==> src/hw/rtl/ssm_pkg.sv <==
// Shared constants, types and the log2 fraction table of the segmental SNR meter.
`timescale 1ns / 1ps
package ssm_pkg;

   localparam int MAX_FRAME_LEN     = 4096;
   localparam int LOG_TABLE_ENTRIES = 64;

   localparam int SAMPLE_W    = 16;
   localparam int FRAME_ACC_W = 48;
   localparam int TOTAL_W     = 64;
   localparam int SEG_SUM_W   = 48;
   localparam int TALLY_W     = 32;
   localparam int THRESH_W    = 31;
   localparam int CAP_W       = 15;
   localparam int SNR_W       = 16;
   localparam int CSR_IDX_W   = 1;
   localparam int CSR_DATA_W  = 31;
   localparam int FRAME_CNT_W = $clog2(MAX_FRAME_LEN + 1);
   localparam int LOG_IDX_W   = $clog2(LOG_TABLE_ENTRIES);
   localparam int LOG_FRAC_W  = 16;
   localparam int LOG_EXP_W   = $clog2(TOTAL_W);
   localparam int LOG_W       = LOG_EXP_W + LOG_FRAC_W;
   localparam int DB_MUL_W    = 18;
   localparam int DB_PROD_W   = LOG_W + DB_MUL_W;
   localparam int THR_PROD_W  = THRESH_W + FRAME_CNT_W;
   localparam int DIV_STEPS   = SEG_SUM_W + 1;
   localparam int DIV_CNT_W   = $clog2(DIV_STEPS + 1);
   localparam int FIFO_DEPTH  = 4;
   localparam int FIFO_PTR_W  = $clog2(FIFO_DEPTH);
   localparam int FIFO_CNT_W  = $clog2(FIFO_DEPTH + 1);

   localparam logic [DB_MUL_W-1:0] DB_PER_LOG2_Q16 = 18'd197283;

   localparam logic OP_SAMPLE = 1'b0;
   localparam logic OP_FINISH = 1'b1;

   localparam logic [CSR_IDX_W-1:0] CSR_ENERGY_THRESHOLD = 1'b0;
   localparam logic [CSR_IDX_W-1:0] CSR_LOSSLESS_SNR_CAP = 1'b1;

   localparam logic [THRESH_W-1:0] ENERGY_THRESHOLD_RESET = 31'd50;
   localparam logic [CAP_W-1:0]    LOSSLESS_SNR_CAP_RESET = 15'd16640;

   typedef struct packed {
      logic                   finish;
      logic [FRAME_ACC_W-1:0] signal;
      logic [FRAME_ACC_W-1:0] error;
      logic [FRAME_CNT_W-1:0] count;
   } frame_rec_type;

   typedef enum logic [3:0] {
      B_IDLE,
      B_THRESH,
      B_DECIDE,
      B_LOG_S,
      B_LOG_N,
      B_MUL,
      B_ROUND,
      B_FIN_CHECK,
      B_DIV,
      B_AVG,
      B_OUT
   } back_state_type;

   typedef logic [LOG_FRAC_W-1:0] log_table_type [LOG_TABLE_ENTRIES];

   function automatic log_table_type build_log_table();
      log_table_type      t;
      logic [63:0]        x;
      logic [LOG_FRAC_W-1:0] r;
      for (int i = 0; i < LOG_TABLE_ENTRIES; i++) begin
         x = (64'(LOG_TABLE_ENTRIES + i) << 30) / 64'(LOG_TABLE_ENTRIES);
         r = '0;
         for (int k = 0; k < LOG_FRAC_W; k++) begin
            x = (x * x) >> 30;
            r = {r[LOG_FRAC_W-2:0], 1'b0};
            if (x >= (64'd2 << 30)) begin
               r[0] = 1'b1;
               x = x >> 1;
            end
         end
         t[i] = r;
      end
      return t;
   endfunction

   localparam log_table_type LOG_TABLE = build_log_table();

endpackage

==> src/hw/rtl/ssm_log_unit.sv <==
// Iterative log2 in Q16: leading-one search by shifting, then a table lookup of the fraction.
`timescale 1ns / 1ps
module ssm_log_unit
   import ssm_pkg::*;
(
   input  logic               clock,
   input  logic               reset,
   input  logic               start,
   input  logic [TOTAL_W-1:0] value,
   output logic               done,
   output logic [LOG_W-1:0]   result
);

   logic                 busy_ff;
   logic                 done_ff;
   logic [TOTAL_W-1:0]   val_ff;
   logic [LOG_EXP_W-1:0] shift_ff;
   logic [LOG_W-1:0]     result_ff;

   assign done   = done_ff;
   assign result = result_ff;

   always_ff @(posedge clock) begin
      if (reset) begin
         busy_ff <= 1'b0;
         done_ff <= 1'b0;
      end else begin
         done_ff <= 1'b0;
         if (start) begin
            busy_ff <= 1'b1;
         end else if (busy_ff && (val_ff[TOTAL_W-1] || val_ff == '0)) begin
            busy_ff <= 1'b0;
            done_ff <= 1'b1;
         end
      end
      if (start) begin
         val_ff   <= value;
         shift_ff <= '0;
      end else if (busy_ff) begin
         if (val_ff[TOTAL_W-1] || val_ff == '0) begin
            result_ff <= {~shift_ff, LOG_TABLE[val_ff[TOTAL_W-2 -: LOG_IDX_W]]};
         end else if (val_ff[TOTAL_W-1 -: 8] == '0) begin
            val_ff   <= val_ff << 8;
            shift_ff <= shift_ff + LOG_EXP_W'(8);
         end else begin
            val_ff   <= val_ff << 1;
            shift_ff <= shift_ff + 1'b1;
         end
      end
   end

endmodule

==> config.mk <==
export PLATFORM = sky130hd
export DESIGN_NAME = ssm_log_unit
export DESIGN_NICKNAME = d
export VERILOG_FILES = /design/src/hw/rtl/ssm_pkg.sv /design/src/hw/rtl/ssm_log_unit.sv
export SDC_FILE = /design/constraint.sdc
export NUM_CORES = 1
export LEC_CHECK = 0
export BUFFER_PORTS_ARGS = -buffer_cell sky130_fd_sc_hd__buf_2
export CAP_MARGIN = 5
export CORE_ASPECT_RATIO = 1.2
export CORE_MARGIN = 5
export CORE_UTILIZATION = 55
export CTS_CLUSTER_SIZE = 30
export DETAILED_ROUTE_END_ITERATION = 8
export PLACE_DENSITY = 0.8
export SYNTH_ARGS = -nofsm -noshare
export SYNTH_HDL_FRONTEND = slang
export SYNTH_SLANG_ARGS = --single-unit
==> constraint.sdc <==
create_clock -name clock -period 5.1 [get_ports clock]
set_input_delay 0.255 -clock clock [delete_from_list [all_inputs] [get_ports clock]]
set_output_delay 0.255 -clock clock [all_outputs]
set_load 0.02 [all_outputs]
==> impl_summary.md, run 1 <==
Yosys
In the synthesized netlist the async set-or-reset flop fraction comes to 0%. The count of distinct cell types in the synthesized netlist is 53. Yosys attributes the largest share of cell area to edfxtp_1, mux2i_1, nand2_1, o21ai_0, ha_1.

For this run, the number of Yosys warnings is 0. By instance count, the leading cell after synthesis is nand2_1. Synthesis handed over a netlist of 605 instances.

The cell taking the most area after synthesis is edfxtp_1. In the synthesized netlist the dominant register cell turns out to be edfxtp_1. The commonest cells after synthesis are nand2_1, edfxtp_1, o21ai_0. After synthesis, the mean cell area works out to between 9 and 10 um^2. Sequential cells were found to cover 46.6% of the synthesized design area.

The post-synthesis net count is roughly 700. The cell area that synthesis handed to floorplanning was 0.00588 mm^2. Of the post-synthesis cell area, the dominant cell type holds a little over two fifths. In this run, synthesis produced a sequential element count of 94. The synthesized design contains between 80 and 90 enable-type register cells.

STA
The worst-case headroom to the max-slew limit is 35.9%. The clock skew after layout is ~7.5 ps. Setup repair after global routing left no endpoint under its margin. Setup slack on the critical path of the routed design comes to between 1500 and 2000 ps.

The number of max-slew violations in the final report was 0. In the finished design, the share of the clock period the worst path needs comes to a little over three fifths. The final setup TNS is 0 ps. Timing would allow up to slightly above 0.3 GHz. The number of hold violations in the final report is 0. The slew at the pin closest to its max-slew limit is between 900 and 1000 ps. The minimum hold slack is approximately 90 ps. For the finished layout, the period the worst path requires is 3210 ps.

The number of endpoints failing setup at the final stage is 0.

Clock network
After clock tree synthesis, the repair step resized 0 gates. In this run, post-CTS hold repair placed 0 buffers. Once the clock tree was built, the setup fixing pass inserted 0 buffers.

CTS placed an instance of clkbuf_16 at the clock tree root. The maximum clock path buffer count is 2. After clock tree synthesis, the clock-pin slew on the worst setup and hold paths is 70 ps. Clock latency on the worst-skew pair, taken at its later pin, is around 350 ps. TritonCTS built the clock tree. In this run the number of H-tree levels came out at 3. For this design, the sink count on the clock tree is between 90 and 100. Clock tree synthesis inserted a total of 9 buffers.

Floorplanning
The core region is 0.0105 mm^2. The die is 104 um wide. The total I/O pin count is 90. The die outline height is roughly 120 um.

The number of core rows is between 40 and 50. The area enclosed by the die boundary is between 0.01 and 0.015 mm^2. For this configuration, the core starts out at a cell density of 55.9%.

Setup path
For the worst setup path, the data arrival time is ~3300 ps. The critical path is of the flip-flop to flip-flop type. Along the worst path, the maximum fanout reaches 37. The signal on the critical path passes through nor4_4 > and2_2 > buf_4 > mux2i_1 > o21ai_1.

The largest stage delay on the critical path is between 800 and 900 ps. The required time of the worst setup path is approximately 5200 ps. The number of buffer and inverter stages on the critical path is 1. The worst setup path is launched from a flip-flop.

The largest individual stage delay along the critical path comes from the cell and2_2. Among cell families on the critical path, the largest total delay comes from simple AND/OR/NAND/NOR gates. The sort of element at the end of the critical path is a flip-flop.

Pwr
IR analysis of the VDD net gives a maximum drop of 0.185 mV. For this design the ratio of total power to cell area is about 310 mW/mm^2. For this design the static power due to leakage is 0.00240 uW.

GRT
The initial antenna violation count was 0. The first global-routing pass estimated 23,400 um of wire. The number of global-route vias before repair is roughly 4.7k.

The total routing usage reported by global routing is roughly 23%. Entering global routing, the biggest net connects 77 pins. The overall overflow remaining after global route is 0.

Route
After detailed routing, the number of vias per cell comes to 6.29. The detailed-routing iteration count for the pre-antenna-repair pass is 5. The final route contains 4,997 vias.

Summed over all layers, the routed wires come to about 15,000 um. The number of remaining DRC errors is 0. The detailed-route wire length per cell is between 15 and 20 um.

The DRC marker count from the first detailed-route iteration is 500. The count of nets left with antenna violations once routing finished came out at 0.

Placement
Prior to clock tree synthesis, the placed netlist has a worst setup slack of 1970 ps. The half-perimeter wire length after detailed placement is roughly 10000 um. The routability-driven placement congestion ratio is about 0.94.

After detailed placement, the design holds a cell count of between 700 and 800. The count of port buffers added during placement is between 80 and 90.

Status
The flow ran to the end, and the final reports show no timing, DRC or antenna violations.

Final layout
The sequential cells in the finished layout cover a total of 0.00274 mm^2. The number of antenna diodes in the final layout is 0. The signed area change from the synthesized netlist to the final layout is 12.2%. The layout net count is ~740. After filler insertion, the fill cell instance count of the layout stands at ~840. Of the cells placed in the final design, the portion with a size suffix greater than 1 is between 10% and 20%. Summing all multi-input logic gate instances after layout gives 0.00284 mm^2.

After the flow finishes, the layout carries non-filler instances totaling about 800.

Min path
The class of the tightest hold or removal check is input pin to flip-flop.

Run
Max-cap violations in this run came to 0.
==> state kept, by name (all words and copies together), names as in the netlist <==
name      cells
done          1
busy_ff       1
shift_ff      6
val_ff       64
result       22
==> power breakdown <==
group          total [uW]  switching (uW)  internal [uW]
sequential            990            66.3            924
clock                 648             289            359
combinational         399             241            158
==> cell type report <==
class / count / share of cell area, %
multi-input combinational: 444 / 43.1
sequential: 94 / 41.6
timing repair buffer: 96 / 7.59
clock buffer: 12 / 3.89
tap: 129 / 2.45
inverter: 16 / 0.911
clock inverter: 4 / 0.455
==> per-layer routing <==
layer	vias up	part of all wire [%]	GRT usage [%]
met5	-	0	0
met4	0	1.7	8.58
met3	21	8.2	4.86
met2	276	50	38.7
met1	2347	40	28.4
li1	2353	-	-
==> cell families (layout without fill, tap and decap cells) <==
| logic type | after synthesis | in the layout | synth area share [%] |
|---|---|---|---|
| multiplexers | 62 | 62 | 11.7 |
| AND/OR/NAND/NOR | 186 | 186 | 15.2 |
| XOR/XNOR | 2 | 2 | 0.298 |
| buffers and inverters | 67 | 128 | 5.30 |
| adder cells (fa/ha/maj) | 15 | 15 | 3.19 |
| AO/OA/AOI/OAI | 179 | 179 | 17.7 |
| flip-flops | 94 | 94 | 46.6 |
==> metrics by stage <==
step	total power [uW]	util (%)	instance area, um^2
2_1_floorplan	1280	-	5880
3_3_place_gp	1380	60.0	6310
3_5_place_dp	1390	60.0	6310
4_1_cts	2040	62.7	6590
5_1_grt	2130	62.7	6590
6_report	2040	62.7	6590
==> worst paths after layout <==
| check | slack (ps) | cells past startpoint | to | start |
|---|---|---|---|---|
| worst max-delay path | 1890 | 5 | val_ff[12] | val_ff[61] |
| worst min-delay path | 90 | 2 | busy_ff | reset |
| worst min register to register | 490 | 1 | result[21] | shift_ff[5] |
| worst max register to register | 1890 | 5 | val_ff[12] | val_ff[61] |
==> cell usage in the layout (no fill, tap or decap), drive strengths merged, types with 2 or more instances in the layout <==
cell type	n
nor2	27
and2	6
or4	2
o22ai	4
nand3	6
a31oi	9
clkbuf	12
xnor2	2
nand4	4
a21oi	36
nor2b	6
a21boi	2
inv	16
o21ai	90
nand2	98
edfxtp	86
clkinv	3
nor3	5
ha	15
nor4	17
mux2	3
a211oi	11
mux4	5
mux2i	54
buf	96
o31ai	3
a21o	2
a221oi	3
nand2b	10
a211o	2
o311ai	4
o211ai	4
a311oi	2
dfxtp	8
No activity file was read; power rests on OpenSTA's default activity.
==> run 2: changes to the inputs <==
Settings changed: CORE_UTILIZATION 55 to 52, PLACE_DENSITY 0.8 to 0.79.
Clock period 5.1 ns to 2.6 ns, I/O delays scaled along.
==> run 2 against run 1 <==
Compared with the run above:
- core utilization fell by 1.2 points
- combinational power rose by 110%
- count of clock-buffer cells in the layout did not move
==> impl_summary.md, run 2 (synthesis results as in run 1) <==
GRT
Global routing finished with a remaining overflow of 0. The met2 capacity usage during global routing is between 30% and 40%. The initial antenna violation count came to 0. Across every metal layer, demand over resource in global routing totals 22.3%. The layer with the highest usage is met2.

The routing usage on met3 is 3.66%. Global routing consumed, on the met1 layer, around 27% of the routing resources. The global-route wire length before repair is around 24,000 um. Entering global routing, the biggest net connects 90 pins. The number of global-route vias before repair is just under 5k.

Clock network
The CTS sink count is 94. The CTS tree is built. The clock transition at the registers of the reported paths is ~70 ps.

The count of cells resized by post-cts repair is 0. The H-tree generated during clock tree synthesis spans 3 levels. The clock latency of the later-clocked register in the worst-skew pair is between 300 and 400 ps. TritonCTS created 9 clock buffers.

The maximum clock path buffer count is 2. The root buffer cell chosen for the clock tree is clkbuf_16.

Floorplanning
After floorplanning, the core was divided into between 40 and 50 placement rows. The initial utilization of the core area, before any placement, comes to between 50% and 60%. The region available for standard cell placement spans 0.0110 mm^2.

The area enclosed by the die boundary is 0.0135 mm^2. The die boundary width is about 110 um. The total I/O pin count is 90. The die outline height is 126 um.

Final layout
The finished cells cover 0.00679 mm^2. The library cells used most frequently in the layout, excluding fill and tap cells, are nand2_1, buf_2, edfxtp_1, o21ai_0, mux2i_1. The final design utilization is 61.5%. The final antenna diode count is 0.

The number of flip-flops in the largest register is 64. In the final layout, the share of cells above drive strength 1 is 21.3%. The register ranked first by flip-flop count is val_ff. The most common cell after layout, fill and taps aside is nand2_1. The layout net count is 762. Compared with the post-synthesis result, the final layout area differs by 15.4%.

Setup path
In this run the register-to-register setup slack is ~200 ps. STA classifies the critical path endpoint as a flip-flop. The start point of the critical path is val_ff[57]. The number of cells on the worst reg-to-reg path is 6.

The required time of the worst setup path is between 2000 and 3000 ps. The startpoint identified for the worst register-to-register timing path is val_ff[57]. The largest fanout of any net on the critical path is 12.

Data on the critical path arrives at its endpoint at approximately 2500 ps. The worst setup path is launched from a flip-flop. The critical setup path kind is flip-flop to flip-flop.

The endpoint of the most critical register-to-register path is result[12]. The critical path ends at result[12].

STA
The number of max-slew violations in the final report is 0. Setup violations remaining at the end of the flow were counted as 0. Setup repair after global routing left no endpoint under its margin.

The maximum clock frequency is 0.416 GHz. Of the available clock period, the critical path in the final layout requires between 90 and 100%. The clock period could shrink to roughly 2400 ps. Measured against its own limit, the worst slew margin works out to roughly 50%. The number of hold violations in the final report is 0.

The slew at the pin closest to its max-slew limit is around 750 ps. Across the routed clock network, the largest skew measured is about 9.5 ps.

Route
After detailed routing, the total wire length is approximately 15,000 um. The remaining antenna violation count after routing is 0. The number of remaining DRC errors is 0. The detailed-route wire length per cell is roughly 19 um. The detailed-routing iteration count for the pre-antenna-repair pass is 7. The DRC marker count from the first detailed-route iteration is ~430.

The routed via count is 5,037. The via density per instance is 6.17.

Placement
The congestion estimate from routability-driven global placement came to 0.938. The count of port buffers added during placement is 89. The instance area after placement is about 0.0065 mm^2. The HPWL after detailed placement is roughly 11,000 um.

Run
The tool flagged a number of max-cap violations equal to 0.

Status
The flow ran to the end, and the final reports show no timing, DRC or antenna violations.

Pwr
The leakage power total is 0.00251 uW. The peak ir drop on the vdd network is around 0.42 mV. In this run the power density over the cells is about 600 mW/mm^2.

Min path
The class of the tightest hold or removal check is input pin to flip-flop. The launch instance of the worst min-delay path is value[61].
-- run 2: layout make-up --
type / instances / area, um^2
Multi-Input combinational cell: 444 / 2850
Clock buffer: 12 / 258
Timing Repair Buffer: 115 / 683
Inverter: 16 / 60.1
Fill cell: 935 / 4250
Tap cell: 132 / 165
Clock inverter: 4 / 27.5
Sequential cell: 94 / 2740
-- run 2: repair_timing --
item / 4_1_cts / 5_1_grt
hold buffers: 1 / 0
setup buffers: 0 / 0
setup endpoints to repair: 0 / 0
hold endpoints to repair: 2 / 0
-- run 2: worst min path at each step --
stage | end | slack [ps] | depth (start not counted)
floorplan | busy_ff | 200 | 1
global placement | busy_ff | 330 | 2
detailed placement | busy_ff | 330 | 2
CTS | val_ff[61] | 60 | 3
global route | val_ff[24] | 80 | 3
finish | val_ff[61] | 70 | 3
-- run 2: per-stage QoR --
step | hold WS [ps] | setup TNS [ps] | worst slack [ps] | instances | total power (uW)
after floorplan | 202 | -18640 | -289 | 605 | 2500
after global placement | 332 | 0 | 277 | 800 | 2760
after detailed placement | 335 | 0 | 223 | 800 | 2780
after CTS | 63.1 | 0 | 205 | 817 | 4050
after global routing | 77.0 | 0 | 62.6 | 817 | 4210
final | 71.3 | 0 | 196 | 817 | 4050
-- run 2: critical path: stages (launching register included) --
cell and delay, ps:
edfxtp_1 440, buf_4 240, ha_1 400, inv_1 140, ha_1 260, o21a_1 200, mux4_2 450
-- run 2: power by group --
group | total [uW] | switching, uW | internal, uW
clock | 1280 | 574 | 711
sequential | 1920 | 106 | 1810
combinational | 844 | 507 | 337
total | 4050 | 1190 | 2860
-- run 2: layer usage --
layer / share of wire [%] / vias up
li1: - / 2388
met1: 40 / 2372
met2: 51 / 238
met3: 6.0 / 39
met4: 3.0 / 0
met5: 0 / -
==> run 3: changes to the inputs <==
Settings changed: CORE_UTILIZATION 52 to 55, PLACE_DENSITY 0.79 to 0.8.
Clock period 2.6 ns to 2.5 ns, I/O delays scaled along.
==> run 3 against run 2 <==
Compared with the run above:
- maximum frequency is 3.2% higher
- cell count is 0.73% lower
- critical path depth stayed put
- register-to-register slack worse by 20 ps
- first-iteration DRC count is 13% lower
==> impl_summary.md, run 3 (synthesis results as in run 1) <==
Status
The run finished with clean final reports.

STA
The worst pin sits at a relative slew slack of 66.4%. Derived from the worst setup path, the maximum achievable clock frequency is between 0.4 and 0.5 GHz. The clock skew after layout is ~9.7 ps.

The minimum hold slack is roughly 60 ps. Setup repair after global routing left no endpoint under its margin. Across all setup checks in the final design, the least slack found is about 170 ps. The number of max-slew violations in the final report is 0.

The slew at the pin closest to its max-slew limit is 499 ps. The number of hold violations in the final report is 0. After layout, the worst path uses approximately 93% of the clock period. The worst path needs about 2300 ps of the cycle, external delays included. Setup violations remaining at the end of the flow were counted as 0.

Setup path
The highest-delay cell along the critical path is nor4_1. The startpoint of the worst-slack reg-to-reg timing path is val_ff[53]. The length in cells of the worst reg-to-reg path is 6. The kind of cell with the highest combined delay along the critical path is simple AND/OR/NAND/NOR gates.

For the worst setup path, the data arrival time is between 2000 and 2500 ps. The number of buffer and inverter stages on the critical path is 1. The signal on the critical path passes through nor4_1 > nand4_1 > nor4_4 > nor2_1 > nor3b_4 > buf_12. The register-to-register setup slack is 170 ps. The largest stage delay on the critical path is approximately 500 ps. The worst setup path is launched from a flip-flop.

In this run the worst setup path begins at val_ff[53]. The critical setup path kind is flip-flop to flip-flop. The endpoint of the most critical register-to-register path is result[10]. The sort of element at the end of the critical path is a flip-flop.

STA puts the critical path data required time at 2550 ps. In this run the worst path has a maximum fanout of 22.

Final layout
The repair_antennas step left the layout with diodes totalling 0. In the final layout, the share of cells above drive strength 1 is 21.1%. The area growth from synthesis to layout is 16.2%. The register with the most flip-flops in the layout has 64 of them.

The layout net count is between 700 and 800. The library cell used most frequently in the layout, excluding fill and tap cells, is nand2_1. The library cells used most frequently in the layout, excluding fill and tap cells, are nand2_1, buf_2, edfxtp_1, o21ai_0, mux2i_1.

Ranked by flip-flop count, first place goes to val_ff.

Placement
The half-perimeter wire length after detailed placement is between 10,000 and 15,000 um. The congestion estimate from routability-driven global placement came to 0.934. At the placement stage, the worst setup path has a slack of ~140 ps.

The count of buffers added on input and output ports is approximately 90.

Clock network
Clock tree synthesis selected as its root buffer the cell clkbuf_16. The CTS sink count is 94. The CTS tree is built. The clock latency of the later-clocked register in the worst-skew pair is between 300 and 400 ps. The H-tree depth reported by CTS is 3. Buffers inserted during clock tree synthesis total 9.

The longest clock path from root to sink contains 2 buffers. The count of cells resized by post-cts repair is 0. The clock transition at the registers of the reported paths is 70 ps.

Route
The DRC marker count from the first detailed-route iteration is 378. The detail route stage leaves a number of antenna-violating nets equal to 0. The routed via count is 4,979.

The detailed-routing iteration count for the pre-antenna-repair pass is 5. After detailed routing, the number of remaining DRC violations is 0. Dividing the detail-routed via count by the number of cells gives slightly above 6.

The detailed-route wire length per cell is between 15 and 20 um. After detailed routing, the total wire length is roughly 15,000 um.

GRT
The first global-routing pass estimated 24,200 um of wire. In the global route stage, overall resource usage came out at around a quarter. For this run the aggregate overflow at the end of global routing stands at 0. The maximum number of pins on one net before global-route repair is 125.

The number of global-route vias before repair is 4,696. The initial antenna violation count came to 0.

Floorplanning
The total I/O pin count is 90. The die boundary width is approximately 100 um. Measured along the y axis, the die boundary spans 123 um. The core outline area is approximately 0.011 mm^2.

The floorplan step defined a die boundary enclosing 0.0129 mm^2. The floorplan has 41 rows. The initial cell density of the core is 55.9%.

Pwr
Overall power consumption after layout is estimated at between 4000 and 5000 uW. Summed over all cells, the static leakage comes to ~0.0025 uW. VDD sags by at most 0.562 mV. The total power density per cell area is ~630 mW/mm^2.

Min path
The tightest min-delay check is of the input pin to flip-flop type. In this run the most critical hold path is launched from value[21]. The count of cells along the worst hold path is 3. The sink of the worst hold path is val_ff[21].

Run
The number of max-cap violations is 0.
[run 3: report_power, final]
part | switching (uW) | leakage [uW] | internal, uW
logic | 537 | 0.00147 | 363
registers | 107 | 0.000900 | 1880
clock network | 621 | 0.000156 | 807
total | 1270 | 0.00253 | 3050
[run 3: area by class of cell]
cell class                      instances  area [um^2]
Timing Repair Buffer                  112          711
Inverter                               16         60.1
Fill cell                             836         3680
Sequential cell                        94         2740
Tap cell                              129          161
Clock inverter                          4         31.3
Clock buffer                           12          279
Multi-Input combinational cell        444         2850
[run 3: worst register-to-register path: stages, from the launching register on]
cell and delay [ps]:
edfxtp_1 420, nor4_1 500, nand4_1 220, nor4_4 320
nor2_1 130, nor3b_4 240, buf_12 200
[run 3: how the worst max path moves through the flow]
stage | endpoint | depth (start not counted)
4_1_cts | result[15] | 6
5_1_grt | result[10] | 6
3_3_place_gp | result[3] | 6
6_report | result[10] | 6
2_1_floorplan | val_ff[0] | 4
3_5_place_dp | result[3] | 6
[run 3: routing by layer]
metal | GRT usage [%] | share of wire (%)
met1 | 28.8 | 39
met2 | 42.9 | 52
met3 | 3.81 | 6.5
met4 | 9.07 | 2.5
met5 | 0 | 0
[run 3: timing repair]
| action | CTS | global route |
|---|---|---|
| buffers inserted | 0 | 0 |
| hold buffers | 1 | 0 |
| hold endpoints to repair | 2 | 0 |
[run 3: per-stage QoR]
step                      utilization (%)  area (um^2)  cells  TNS (ps)
after global placement               61.9         6510    794         0
after CTS                            65.0         6830    811         0
after floorplan                         -         5890    605    -24290
final                                65.0         6830    811         0
after global routing                 65.0         6830    811         0
after detailed placement             61.9         6510    794         0
